## src/rtl/packet_qos_field_classifier_assert.svh

```systemverilog
// ----------------------------------------------------------------------------
// Packet QoS field classifier assertion macros
// Shared concurrent assertion forms, clocked on clk_i, off while in reset.
// ----------------------------------------------------------------------------
`ifndef PACKET_QOS_FIELD_CLASSIFIER_ASSERT_SVH
`define PACKET_QOS_FIELD_CLASSIFIER_ASSERT_SVH

// same-cycle implication
`define PQFC_ASSERT_IMPL(label, ante, cons) \
  label: assert property (@(posedge clk_i) disable iff (!rst_ni) (ante) |-> (cons)) \
    else $error("pqfc assertion failed");

// next-cycle implication
`define PQFC_ASSERT_NEXT(label, ante, cons) \
  label: assert property (@(posedge clk_i) disable iff (!rst_ni) (ante) |=> (cons)) \
    else $error("pqfc assertion failed");

`endif

```

## src/rtl/pqfc_pkg.sv

```systemverilog
// ----------------------------------------------------------------------------
// Packet QoS field classifier package
// Shared types, register codes, reset values and a helper function.
// ----------------------------------------------------------------------------
`default_nettype none

package pqfc_pkg;

  localparam int unsigned NUM_FIELDS = 3;
  localparam int unsigned POS_W      = 9;
  localparam int unsigned WIN_W      = 64;
  localparam int unsigned SHIFT_W    = 6;
  localparam int unsigned MAP_REGS   = 4;

  localparam logic [POS_W-1:0] POS_MAX = '1;

  localparam int unsigned FLD_SUBPORT = 0;
  localparam int unsigned FLD_PIPE    = 1;
  localparam int unsigned FLD_CODE    = 2;

  localparam logic [23:0]      RST_OFFSETS   = 24'h082800;
  localparam logic [WIN_W-1:0] RST_SUB_MASK  = 64'h0;
  localparam logic [WIN_W-1:0] RST_PIPE_MASK = 64'h0000_000F_FF00_0000;
  localparam logic [WIN_W-1:0] RST_CODE_MASK = 64'h0000_0000_0000_00FC;
  localparam logic [WIN_W-1:0] RST_CLASS_MAP = 64'hFEDC_BA98_7654_3210;

  typedef enum logic [2:0] {
    REG_OFFSETS   = 3'd0,
    REG_SUB_MASK  = 3'd1,
    REG_PIPE_MASK = 3'd2,
    REG_CODE_MASK = 3'd3,
    REG_MAP_0     = 3'd4,
    REG_MAP_1     = 3'd5,
    REG_MAP_2     = 3'd6,
    REG_MAP_3     = 3'd7
  } cfg_reg_e;

  typedef struct packed {
    logic [23:0]                           offsets;
    logic [NUM_FIELDS-1:0][WIN_W-1:0]      mask;
    logic [NUM_FIELDS-1:0][SHIFT_W-1:0]    shift;
    logic [MAP_REGS-1:0][WIN_W-1:0]        class_map;
  } cfg_t;

  typedef struct packed {
    logic                              valid;
    logic [NUM_FIELDS-1:0][WIN_W-1:0]  word;
  } fields_t;

  // trailing-zero count, 63 for a zero word
  function automatic logic [SHIFT_W-1:0] trailing_zeros(input logic [WIN_W-1:0] v);
    logic [SHIFT_W-1:0] n;
    n = '1;
    for (int i = WIN_W - 1; i >= 0; i--) begin
      if (v[i]) begin
        n = SHIFT_W'(i);
      end
    end
    return n;
  endfunction

endpackage

`default_nettype wire

```

## src/rtl/pqfc_cfg_regs.sv

```systemverilog
// ----------------------------------------------------------------------------
// Packet QoS field classifier configuration registers
// Offsets, masks with their shift counts, and the class map table.
// ----------------------------------------------------------------------------
`default_nettype none

module pqfc_cfg_regs (
  input  logic             clk_i,
  input  logic             rst_ni,
  input  logic             cfg_valid_i,
  output logic             cfg_ready_o,
  input  logic [2:0]       cfg_index_i,
  input  logic [63:0]      cfg_data_i,
  output pqfc_pkg::cfg_t   cfg_o
);
  import pqfc_pkg::*;

  cfg_t cfg_q, cfg_d;
  cfg_reg_e reg_sel;

  assign cfg_ready_o = 1'b1;
  assign reg_sel     = cfg_reg_e'(cfg_index_i);
  assign cfg_o       = cfg_q;

  always_comb begin
    cfg_d = cfg_q;
    if (cfg_valid_i) begin
      case (reg_sel)
        REG_OFFSETS: begin
          cfg_d.offsets = cfg_data_i[23:0];
        end
        REG_SUB_MASK: begin
          cfg_d.mask[FLD_SUBPORT]  = cfg_data_i;
          cfg_d.shift[FLD_SUBPORT] = trailing_zeros(cfg_data_i);
        end
        REG_PIPE_MASK: begin
          cfg_d.mask[FLD_PIPE]  = cfg_data_i;
          cfg_d.shift[FLD_PIPE] = trailing_zeros(cfg_data_i);
        end
        REG_CODE_MASK: begin
          cfg_d.mask[FLD_CODE]  = cfg_data_i;
          cfg_d.shift[FLD_CODE] = trailing_zeros(cfg_data_i);
        end
        REG_MAP_0: cfg_d.class_map[0] = cfg_data_i;
        REG_MAP_1: cfg_d.class_map[1] = cfg_data_i;
        REG_MAP_2: cfg_d.class_map[2] = cfg_data_i;
        REG_MAP_3: cfg_d.class_map[3] = cfg_data_i;
        default: ;
      endcase
    end
  end

  always_ff @(posedge clk_i or negedge rst_ni) begin
    if (!rst_ni) begin
      cfg_q.offsets            <= RST_OFFSETS;
      cfg_q.mask[FLD_SUBPORT]  <= RST_SUB_MASK;
      cfg_q.mask[FLD_PIPE]     <= RST_PIPE_MASK;
      cfg_q.mask[FLD_CODE]     <= RST_CODE_MASK;
      cfg_q.shift[FLD_SUBPORT] <= trailing_zeros(RST_SUB_MASK);
      cfg_q.shift[FLD_PIPE]    <= trailing_zeros(RST_PIPE_MASK);
      cfg_q.shift[FLD_CODE]    <= trailing_zeros(RST_CODE_MASK);
      for (int k = 0; k < MAP_REGS; k++) begin
        cfg_q.class_map[k] <= RST_CLASS_MAP;
      end
    end else begin
      cfg_q <= cfg_d;
    end
  end

endmodule

`default_nettype wire

```

## src/rtl/pqfc_capture.sv

```systemverilog
// ----------------------------------------------------------------------------
// Packet QoS field classifier capture stage
// Byte input register, position counter, window capture and field masking.
// ----------------------------------------------------------------------------
`default_nettype none

module pqfc_capture (
  input  logic              clk_i,
  input  logic              rst_ni,
  input  logic              in_valid_i,
  output logic              in_stall_o,
  input  logic [7:0]        data_byte_i,
  input  logic              last_byte_i,
  input  pqfc_pkg::cfg_t    cfg_i,
  output pqfc_pkg::fields_t fields_o,
  input  logic              fields_ready_i
);
  import pqfc_pkg::*;

  logic                              s1_valid_q;
  logic [7:0]                        s1_byte_q;
  logic                              s1_last_q;
  logic [POS_W-1:0]                  s1_pos_q;
  logic [POS_W-1:0]                  pos_q, pos_d;
  logic [NUM_FIELDS-1:0][WIN_W-1:0]  win_q, win_upd;
  logic                              s2_valid_q;
  logic [NUM_FIELDS-1:0][WIN_W-1:0]  s2_word_q;
  logic                              s2_ready, s1_done, s1_ready, in_accept;

  assign s2_ready   = !s2_valid_q || fields_ready_i;
  assign s1_done    = s1_valid_q && (!s1_last_q || s2_ready);
  assign s1_ready   = !s1_valid_q || s1_done;
  assign in_stall_o = !s1_ready;
  assign in_accept  = in_valid_i && s1_ready;
  assign fields_o   = '{valid: s2_valid_q, word: s2_word_q};

  always_comb begin
    if (!in_accept) begin
      pos_d = pos_q;
    end else if (last_byte_i) begin
      pos_d = '0;
    end else if (pos_q == POS_MAX) begin
      pos_d = pos_q;
    end else begin
      pos_d = pos_q + POS_W'(1);
    end
  end

  always_comb begin
    logic [POS_W-1:0] off;
    logic [POS_W-1:0] rel;
    for (int f = 0; f < NUM_FIELDS; f++) begin
      off = {1'b0, cfg_i.offsets[8*f +: 8]};
      rel = s1_pos_q - off;
      win_upd[f] = win_q[f];
      if (s1_pos_q >= off && rel[POS_W-1:3] == '0) begin
        win_upd[f] = win_q[f] | ({56'd0, s1_byte_q} << {~rel[2:0], 3'b000});
      end
    end
  end

  always_ff @(posedge clk_i or negedge rst_ni) begin
    if (!rst_ni) begin
      pos_q      <= '0;
      s1_valid_q <= 1'b0;
      win_q      <= '0;
      s2_valid_q <= 1'b0;
    end else begin
      pos_q <= pos_d;
      if (s1_ready) begin
        s1_valid_q <= in_valid_i;
      end
      if (s1_done) begin
        win_q <= s1_last_q ? '0 : win_upd;
      end
      if (s2_ready) begin
        s2_valid_q <= s1_valid_q && s1_last_q;
      end
    end
  end

  always_ff @(posedge clk_i) begin
    if (in_accept) begin
      s1_byte_q <= data_byte_i;
      s1_last_q <= last_byte_i;
      s1_pos_q  <= pos_q;
    end
    if (s2_ready && s1_valid_q && s1_last_q) begin
      for (int f = 0; f < NUM_FIELDS; f++) begin
        s2_word_q[f] <= win_upd[f] & cfg_i.mask[f];
      end
    end
  end

endmodule

`default_nettype wire

```

## src/rtl/pqfc_extract.sv

```systemverilog
// ----------------------------------------------------------------------------
// Packet QoS field classifier extract stage
// Aligns masked fields, looks up the class map and holds the result.
// ----------------------------------------------------------------------------
`default_nettype none

module pqfc_extract (
  input  logic              clk_i,
  input  logic              rst_ni,
  input  pqfc_pkg::fields_t fields_i,
  output logic              fields_ready_o,
  input  pqfc_pkg::cfg_t    cfg_i,
  output logic              out_valid_o,
  input  logic              out_stall_i,
  output logic [15:0]       subport_o,
  output logic [31:0]       pipe_o,
  output logic [1:0]        sched_class_o,
  output logic [1:0]        class_queue_o
);
  import pqfc_pkg::*;

  logic              out_valid_q;
  logic [15:0]       sub_q;
  logic [31:0]       pipe_q;
  logic [1:0]        tc_q, queue_q;
  logic              out_ready;
  logic [WIN_W-1:0]  sub_al, pipe_al, code_al, map_row;
  logic [5:0]        idx;
  logic [3:0]        entry;

  assign out_ready      = !out_valid_q || !out_stall_i;
  assign fields_ready_o = out_ready;

  assign sub_al  = fields_i.word[FLD_SUBPORT] >> cfg_i.shift[FLD_SUBPORT];
  assign pipe_al = fields_i.word[FLD_PIPE] >> cfg_i.shift[FLD_PIPE];
  assign code_al = fields_i.word[FLD_CODE] >> cfg_i.shift[FLD_CODE];
  assign idx     = code_al[5:0];
  assign map_row = cfg_i.class_map[idx[5:4]] >> {idx[3:0], 2'b00};
  assign entry   = map_row[3:0];

  always_ff @(posedge clk_i or negedge rst_ni) begin
    if (!rst_ni) begin
      out_valid_q <= 1'b0;
    end else if (out_ready) begin
      out_valid_q <= fields_i.valid;
    end
  end

  always_ff @(posedge clk_i) begin
    if (out_ready && fields_i.valid) begin
      sub_q   <= sub_al[15:0];
      pipe_q  <= pipe_al[31:0];
      tc_q    <= entry[3:2];
      queue_q <= entry[1:0];
    end
  end

  assign out_valid_o   = out_valid_q;
  assign subport_o     = sub_q;
  assign pipe_o        = pipe_q;
  assign sched_class_o = tc_q;
  assign class_queue_o = queue_q;

endmodule

`default_nettype wire

```

## src/rtl/packet_qos_field_classifier.sv

```systemverilog
// ----------------------------------------------------------------------------
// Packet QoS field classifier
// Captures subport, pipe and class code windows from a byte stream and
// maps the class code to a traffic class and queue at each packet end.
// ----------------------------------------------------------------------------
//  channel  direction  handshake               payload
//  in       input      in_valid_i/in_stall_o   data_byte_i, last_byte_i
//  out      output     out_valid_o/out_stall_i subport_o, pipe_o,
//                                              sched_class_o, class_queue_o
//  cfg      input      cfg_valid_i/cfg_ready_o cfg_index_i, cfg_data_i
//
//  One byte is taken per cycle, back to back, while in_stall_o is low; the
//  byte, field and output registers each take a new transaction every cycle
//  unless held by a stall. Once its last byte is accepted, a result moves
//  from the byte register through the field and output registers. Reset loads
//  the default registers and clears the byte position and windows. in_stall_o
//  rises only while the output is held, the field register is full and a packet end waits in the byte register.
// ----------------------------------------------------------------------------
`default_nettype none

module packet_qos_field_classifier (
  input  logic        clk_i,
  input  logic        rst_ni,
  input  logic        in_valid_i,
  output logic        in_stall_o,
  input  logic [7:0]  data_byte_i,
  input  logic        last_byte_i,
  output logic        out_valid_o,
  input  logic        out_stall_i,
  output logic [15:0] subport_o,
  output logic [31:0] pipe_o,
  output logic [1:0]  sched_class_o,
  output logic [1:0]  class_queue_o,
  input  logic        cfg_valid_i,
  output logic        cfg_ready_o,
  input  logic [2:0]  cfg_index_i,
  input  logic [63:0] cfg_data_i
);
  import pqfc_pkg::*;

  cfg_t    cfg;
  fields_t fields;
  logic    fields_ready;

  pqfc_cfg_regs u_cfg (
    .clk_i       (clk_i),
    .rst_ni      (rst_ni),
    .cfg_valid_i (cfg_valid_i),
    .cfg_ready_o (cfg_ready_o),
    .cfg_index_i (cfg_index_i),
    .cfg_data_i  (cfg_data_i),
    .cfg_o       (cfg)
  );

  pqfc_capture u_capture (
    .clk_i          (clk_i),
    .rst_ni         (rst_ni),
    .in_valid_i     (in_valid_i),
    .in_stall_o     (in_stall_o),
    .data_byte_i    (data_byte_i),
    .last_byte_i    (last_byte_i),
    .cfg_i          (cfg),
    .fields_o       (fields),
    .fields_ready_i (fields_ready)
  );

  pqfc_extract u_extract (
    .clk_i          (clk_i),
    .rst_ni         (rst_ni),
    .fields_i       (fields),
    .fields_ready_o (fields_ready),
    .cfg_i          (cfg),
    .out_valid_o    (out_valid_o),
    .out_stall_i    (out_stall_i),
    .subport_o      (subport_o),
    .pipe_o         (pipe_o),
    .sched_class_o  (sched_class_o),
    .class_queue_o  (class_queue_o)
  );

`include "packet_qos_field_classifier_assert.svh"

  `PQFC_ASSERT_IMPL(a_stall_only_when_blocked, in_stall_o, out_valid_o && out_stall_i)
  `PQFC_ASSERT_NEXT(a_fields_reach_output, fields.valid && !(out_valid_o && out_stall_i),
                    out_valid_o)
  `PQFC_ASSERT_NEXT(a_output_drains, out_valid_o && !out_stall_i && !fields.valid,
                    !out_valid_o)

endmodule

`default_nettype wire
```

## config.mk

```make
export PLATFORM = sky130hd
export DESIGN_NAME = packet_qos_field_classifier
export DESIGN_NICKNAME = d
export VERILOG_FILES = /design/src/rtl/pqfc_pkg.sv /design/src/rtl/pqfc_cfg_regs.sv /design/src/rtl/pqfc_capture.sv /design/src/rtl/pqfc_extract.sv /design/src/rtl/packet_qos_field_classifier.sv
export VERILOG_INCLUDE_DIRS = /design/src /design/src/rtl
export SDC_FILE = /design/constraint.sdc
export NUM_CORES = 2
export LEC_CHECK = 0
export BUFFER_PORTS_ARGS = -buffer_cell sky130_fd_sc_hd__buf_2
export CAP_MARGIN = 20
export CORE_MARGIN = 2
export CORE_UTILIZATION = 38
export CTS_CLUSTER_DIAMETER = 40
export DETAILED_ROUTE_END_ITERATION = 8
export HOLD_SLACK_MARGIN = 0.02
export PLACE_DENSITY = 0.62
export SLEW_MARGIN = 40
export SYNTH_ARGS = -nofsm -noshare
export SYNTH_HDL_FRONTEND = slang
export SYNTH_HIERARCHICAL = 1
export SYNTH_SLANG_ARGS = --single-unit
```

## constraint.sdc

```tcl
create_clock -name clk_i -period 10.2 [get_ports clk_i]
set_clock_uncertainty 0.2 [all_clocks]
set_input_delay 3.06 -clock clk_i [delete_from_list [all_inputs] [get_ports clk_i]]
set_output_delay 3.06 -clock clk_i [all_outputs]
set_load 0.1 [all_outputs]
```

* After elaboration in Yosys (flattened, before gate mapping) *
Index checks and enable logic that the tools add are counted.

word-level totals
  logic and storage cells = 164
  output and inout bits = 55
  flip-flop bits (word level) = 956
  bits of input ports = 81

operators by class
  add/sub/neg operators = 4
  eq/ne operators = 9
  reductions and logical operators = 32
  multiplexer cells = 71
  magnitude comparators = 4
  bitwise logic cells = 9
  shifts and indexed selects = 7

operator list
  cell                                           number
  2-to-1 mux 6 bit                               49
  2-to-1 mux 64 bit                              4
  bitwise AND 64 bit                             3
  2-to-1 mux 192 bit                             1
  OR 64 bit                                      3
  << shifter 8 x 6 -> 64 bit                     3
  binary-select mux 64 bit (select 2 bit)        1
  right shift 64 x 6 -> 16 bit                   1
  right shift 64 x 6 -> 32 bit                   1
  right shift 64 x 6 -> 4 bit                    1
  right shift 64 x 6 -> 6 bit                    1
  2-to-1 mux 4 bit                               7
  >= comparator 9 x 8 -> 1 bit                   3
  subtractor 9 x 8 -> 9 bit                      3
  zero test 6 bit                                3
  2-to-1 mux 9 bit                               2
  AND reduction 2 bit                            9
  == test 3 bit, second input constant           4
  2-to-1 mux 3 bit                               4
  adder 9 x 1 -> 9 bit, second input constant    1
  == test 9 bit, second input constant           1
  logical AND 1 bit                              9
  NOT 3 bit                                      3
  == test 3 x 2 -> 1 bit, second input constant  2
  other kinds (8)                                17

* Logic depth before layout (Yosys ltp) *
  word-level depth = 63
  depth in mapped cells = 17
  depth with buffers taken out = 10

* By module *
The synthesis kept the hierarchy.

modules (own cells, without submodules)
  module         area each (µm²)  sequential area each (µm²)  times used  cells an instance
  pqfc_cfg_regs  19,137.1         12,459.4                    1           1,552
  pqfc_capture   18,381.4         11,385.9                    1           1,791
  pqfc_extract   12,683.4         1,586.5                     1           1,609

* Worst setup path after synthesis *
Ideal clock, no wire load.

  path kind = input -> register
  start = input out_stall_i
  end = register u_capture.s2_word_q (netlist bit u_capture/fields_o[0]), enable pin
  stages on the path = 6
  arrival = 7.533 ns
  buffers on the path = 2
  required time = 9.457 ns
  path slack = 1.924 ns
  cell sequence = nand2_1 nand2b_1 nand3_1 clkbuf_1 clkbuf_1 inv_1

between the ends
  cells in the longest elaborated chain, start to end = 5

ends and longest elaborated chain
  element                          RTL line                           RTL
  from (decl)                      packet_qos_field_classifier.sv:29  input logic out_stall_i,
  zero test 1 bit                  pqfc_extract.sv:31                 assign out_ready = !out_valid_q || !out_stall_i;
  logical OR 1 bit                 pqfc_extract.sv:31
  logical OR 1 bit                 pqfc_capture.sv:30                 assign s2_ready = !s2_valid_q || fields_ready_i;
  logical AND 1 bit (2 in series)  pqfc_capture.sv:88                 if (s2_ready && s1_valid_q && s1_last_q) begin
  to (signal, indexed assignment)  pqfc_capture.sv:90                 s2_word_q[f] <= win_upd[f] & cfg_i.mask[f];
  to (decl)                        pqfc_capture.sv:27                 logic [NUM_FIELDS-1:0][WIN_W-1:0] s2_word_q;

No other way between the ends.
A chain may end at the register's enable or synchronous reset.

* Final worst setup path *
  start = input out_stall_i
  end = output in_stall_o

between the ends
  cells in the longest elaborated chain, start to end = 7

ends and longest elaborated chain
  element            RTL line                           RTL
  zero test 1 bit    pqfc_extract.sv:31
  logical OR 1 bit   pqfc_extract.sv:31
  via fields_ready   packet_qos_field_classifier.sv:43  logic fields_ready;
  logical OR 1 bit   pqfc_capture.sv:30
  logical OR 1 bit   pqfc_capture.sv:31                 assign s1_done = s1_valid_q && (!s1_last_q || s2_ready);
  logical AND 1 bit  pqfc_capture.sv:31
  logical OR 1 bit   pqfc_capture.sv:32                 assign s1_ready = !s1_valid_q || s1_done;
  zero test 1 bit    pqfc_capture.sv:33                 assign in_stall_o = !s1_ready;
  to (decl)          packet_qos_field_classifier.sv:25  output logic in_stall_o,

The timed path passes the listed nets, and every way through them passes these cells.

==> results_dict.tcl <==
set metrics [dict create \
    critPathRequiredTime_ns 6.94 \
    most_used_standard_cells_in_the_synthesized_netlist "1376 x sky130_fd_sc_hd__nand2_1, 536 x sky130_fd_sc_hd__dfrtp_1, 429 x sky130_fd_sc_hd__o21ai_0" \
    filler_cell_count 12400 \
    drt-vias-per-instance 5.75 \
    timing.final.crit_period_ns 7.17 \
    synth-seq-cells 956 \
    multi_input_area_mm2 0.0230 \
    core_rows 133 \
    cts_made_buffers 138 \
    tritoncts_num_sinks 956 \
    post-route-cell-area_mm2 0.0572 \
    path_class "in -> out" \
    yosysWarnings 6 \
    switching_portion_of_total_power_pct 33.0 \
    overflow 0 \
    synth_enable_flop_cells 262 \
    portbufs 134 \
    timing.hold.worst.class "reg -> reg" \
    run_status "finished clean" \
    postSynthNetCount 5062 \
    clkSlewWorstSetupHoldPaths_ns 0.06 \
    gpl.final_weighted_congestion 0.923 \
    avgSynthCellArea_um2 10.1 \
    sequential_cell_area_mm2 0.0255 \
    setup_tns_ns 0 \
    power.share.clock_pct 38.9 \
    cts_tree "built" \
    gr-usage-all-layers_pct 23.7 \
    fraction_of_layout_instances_using_a_drive_strength_above_1_pct 19.1 \
    report.final.setup_viol 0 \
    final-hold-violation-count 0 \
    timing.hold.ws_ns 0.265 \
    combinationalPowerShare_pct 22.6 \
    type_of_origin_of_the_critical_path "input port" \
    p_sw_mw 4.20 \
    critical_path_capture_point_type "primary output" \
    area_growth_syn_to_layout_pct 14.0 \
    clk_latency_ns 0.78 \
    synthMostInstantiatedCell "sky130_fd_sc_hd__nand2_1" \
    ant_nets 0 \
    drt_iter0_drc 4459 \
    cts-htree-levels 4 \
    post_cts.repair.setup_buffers 0 \
    boundaryPins 136 \
    timing.critical_path.fanout_max 4 \
    floorplan.die.width_um 367 \
    dp.final_hpwl_mm 108 \
    num-nets-final 5035 \
    synthCells 4952 \
    postSynth.topFlopCell "sky130_fd_sc_hd__dfrtp_1" \
    top_cell_type_by_total_area_after_synthesis "sky130_fd_sc_hd__dfrtp_1" \
    worst_tran_pin_value_ns 0.899 \
    report.final.slew_viol_count 0 \
    first_global_vias 37200 \
    synth_area_leaders "sky130_fd_sc_hd__dfrtp_1 27%, sky130_fd_sc_hd__edfxtp_1 16%, sky130_fd_sc_hd__nand2_1 10%" \
    syn-cell-area_mm2 0.0502 \
    period_share_pct 70.3 \
    internal_power_mw 8.53 \
    dp_worst_setup_slack_ns 3.04 \
    max_freq_ghz 0.140 \
    maximum_capacitance_violations 0 \
    unrepaired_setup_endpoints_after_global_routing "no" \
    fraction_of_post_synthesis_cell_area_in_the_top_cell_type_by_area_pct 26.7 \
    holdPathStages 2 \
    rr_worst_depth 12 \
    ctsHoldBuffers 0 \
    design.die.area_mm2 0.135 \
    detail_route.drc_violations 0 \
    fp.dieH_um 367 \
    core_area_mm2 0.131 \
    relative_max_transition_margin_pct 39.5 \
    effective_utilization_at_floorplan_pct 38.2 \
    grt_start_max_net_pins 136 \
    ys_types 94 \
    vias_post_dr 39200 \
    fin_util_pct 43.6 \
    placed_area_mm2 0.0522 \
    grt_pass1_wl_mm 241 \
    drt-wirelength-per-cell_um 24.0 \
    vdd.ir_drop.worst_v 0.000191 \
    power.share.sequential_pct 38.5 \
    async_reset_ff_share_pct 72.6 \
    drtPass1Iterations 6 \
    max-clock-path-buffers 3 \
    synth_sequential_area_ratio_pct 50.7 \
    cts_resized 0 \
    post-route-worst-setup-slack_ns 3.03 \
    p_leak_nw 22.7 \
    power.density_mw_per_mm2 222 \
    wl_mm 163 \
    clk_root_buffer_cell "sky130_fd_sc_hd__clkbuf_16" \
    critical_path_arrival_ns 3.91 \
    antenna_found_initial 30 \
]
## critical path, stage by stage
cell	delay, ns
sky130_fd_sc_hd__buf_2	0.07
sky130_fd_sc_hd__nand2_1	0.07
sky130_fd_sc_hd__and4b_1	0.27
sky130_fd_sc_hd__buf_2	0.43
## layout by cell type (no fill, tap or decap), drive strengths merged, types with 23 or more instances in the layout
| cell type | instances |
|---|---|
| inv | 80 |
| and2 | 37 |
| mux4 | 130 |
| ha | 26 |
| mux2 | 355 |
| nor2 | 159 |
| dfstp | 158 |
| nor2b | 41 |
| o22ai | 25 |
| a31oi | 25 |
| nand2 | 1376 |
| a211oi | 51 |
| buf | 206 |
| mux2i | 150 |
| edfxtp | 262 |
| dfrtp | 536 |
| o21ai | 590 |
| nand3 | 170 |
| a21oi | 130 |
| nor3 | 23 |
| clkinv | 47 |
| a32oi | 32 |
| clkbuf | 166 |
| nor4 | 23 |
## path summary, 6_finish.rpt
| check | start | to | slack, ns |
|---|---|---|---|
| worst max-delay path | out_stall_i | in_stall_o | 3.03 |
| worst min-delay path | u_cfg/cfg_o[108]$_DFFE_PN1P_ | u_cfg/cfg_o[108]$_DFFE_PN1P_ | 0.26 |
| worst max register to register | u_cfg/cfg_o[269]$_DFFE_PN1P_ | u_extract/sched_class_o[0]$_DFFE_PP_ | 4.53 |
| worst min register to register | u_cfg/cfg_o[108]$_DFFE_PN1P_ | u_cfg/cfg_o[108]$_DFFE_PN1P_ | 0.26 |
| max in group asynchronous | rst_ni | u_cfg/cfg_o[140]$_DFFE_PN1P_ | 6.17 |
| min in group asynchronous | rst_ni | u_capture/win_q[125]$_DFFE_PN0P_ | 1.96 |
## cell type report
type | instances | area share [%]
clock inverter | 92 | 1.96
tap | 1755 | 3.84
multi-input combinational | 3568 | 40.3
timing repair buffer | 206 | 2.45
inverter | 55 | 0.372
clock buffer | 166 | 6.54
sequential | 956 | 44.5
antenna | 13 | 0.0569
## power by group through the flow
stage / Combinational (mW) / Clock [mW] / Sequential, mW
after CTS: 2.83 / 5.01 / 4.89
after global routing: 3.10 / 5.17 / 4.96
after global placement: 2.77 / 0 / 4.94
final: 2.87 / 4.95 / 4.90
after floorplan: 1.89 / 0 / 5.03
after detailed placement: 2.82 / 0 / 4.96
## kinds of logic (layout without fill, tap and decap cells)
family                     count (synthesis)  after routing  synth area share (%)
AOI/OAI and AO/OA                        970            970                  11.8
xor gates and xnor gates                  16             16                 0.279
adders and majority gates                 29             29                 0.768
buffers and inverters                    428            519                  3.71
DFF                                      956            956                  50.7
muxes                                    635            635                  16.8
other                                      1             14               0.00747
and+or+nand+nor                         1917           1917                  16.0
## per-stage QoR
| step | instances | power (mW) |
|---|---|---|
| 2_1_floorplan | 4952 | 6.91 |
| 3_3_place_gp | 6534 | 7.71 |
| 3_5_place_dp | 6537 | 7.78 |
| 4_1_cts | 6795 | 12.7 |
| 5_1_grt | 6800 | 13.2 |
| 6_report | 6811 | 12.7 |
## sequential cells by signal, summed over array words and instances (netlist names)
register,flops
u_cfg/cfg_o,490
u_capture/fields_o,192
u_capture/win_q,192
u_extract/pipe_o,32
u_extract/subport_o,16
u_capture/pos_q,9
u_capture/s1_pos_q,9
u_capture/s1_byte_q,8
u_extract/class_queue_o,2
u_extract/sched_class_o,2
u_capture/s1_last_q,1
u_capture/s1_valid_q,1
u_capture/s2_valid_q,1
u_extract/out_valid_o,1
## layer usage
layer  GRT usage (%)  vias to the layer above  routed length [µm]
met5               0                        -                 133
met4            9.91                       22                6310
met3            5.42                      352               14700
met2            36.3                     1726               74100
met1            32.3                    19600               68100
li1                -                    17500                   -
Note: power is estimated with default switching activity, not from simulation.
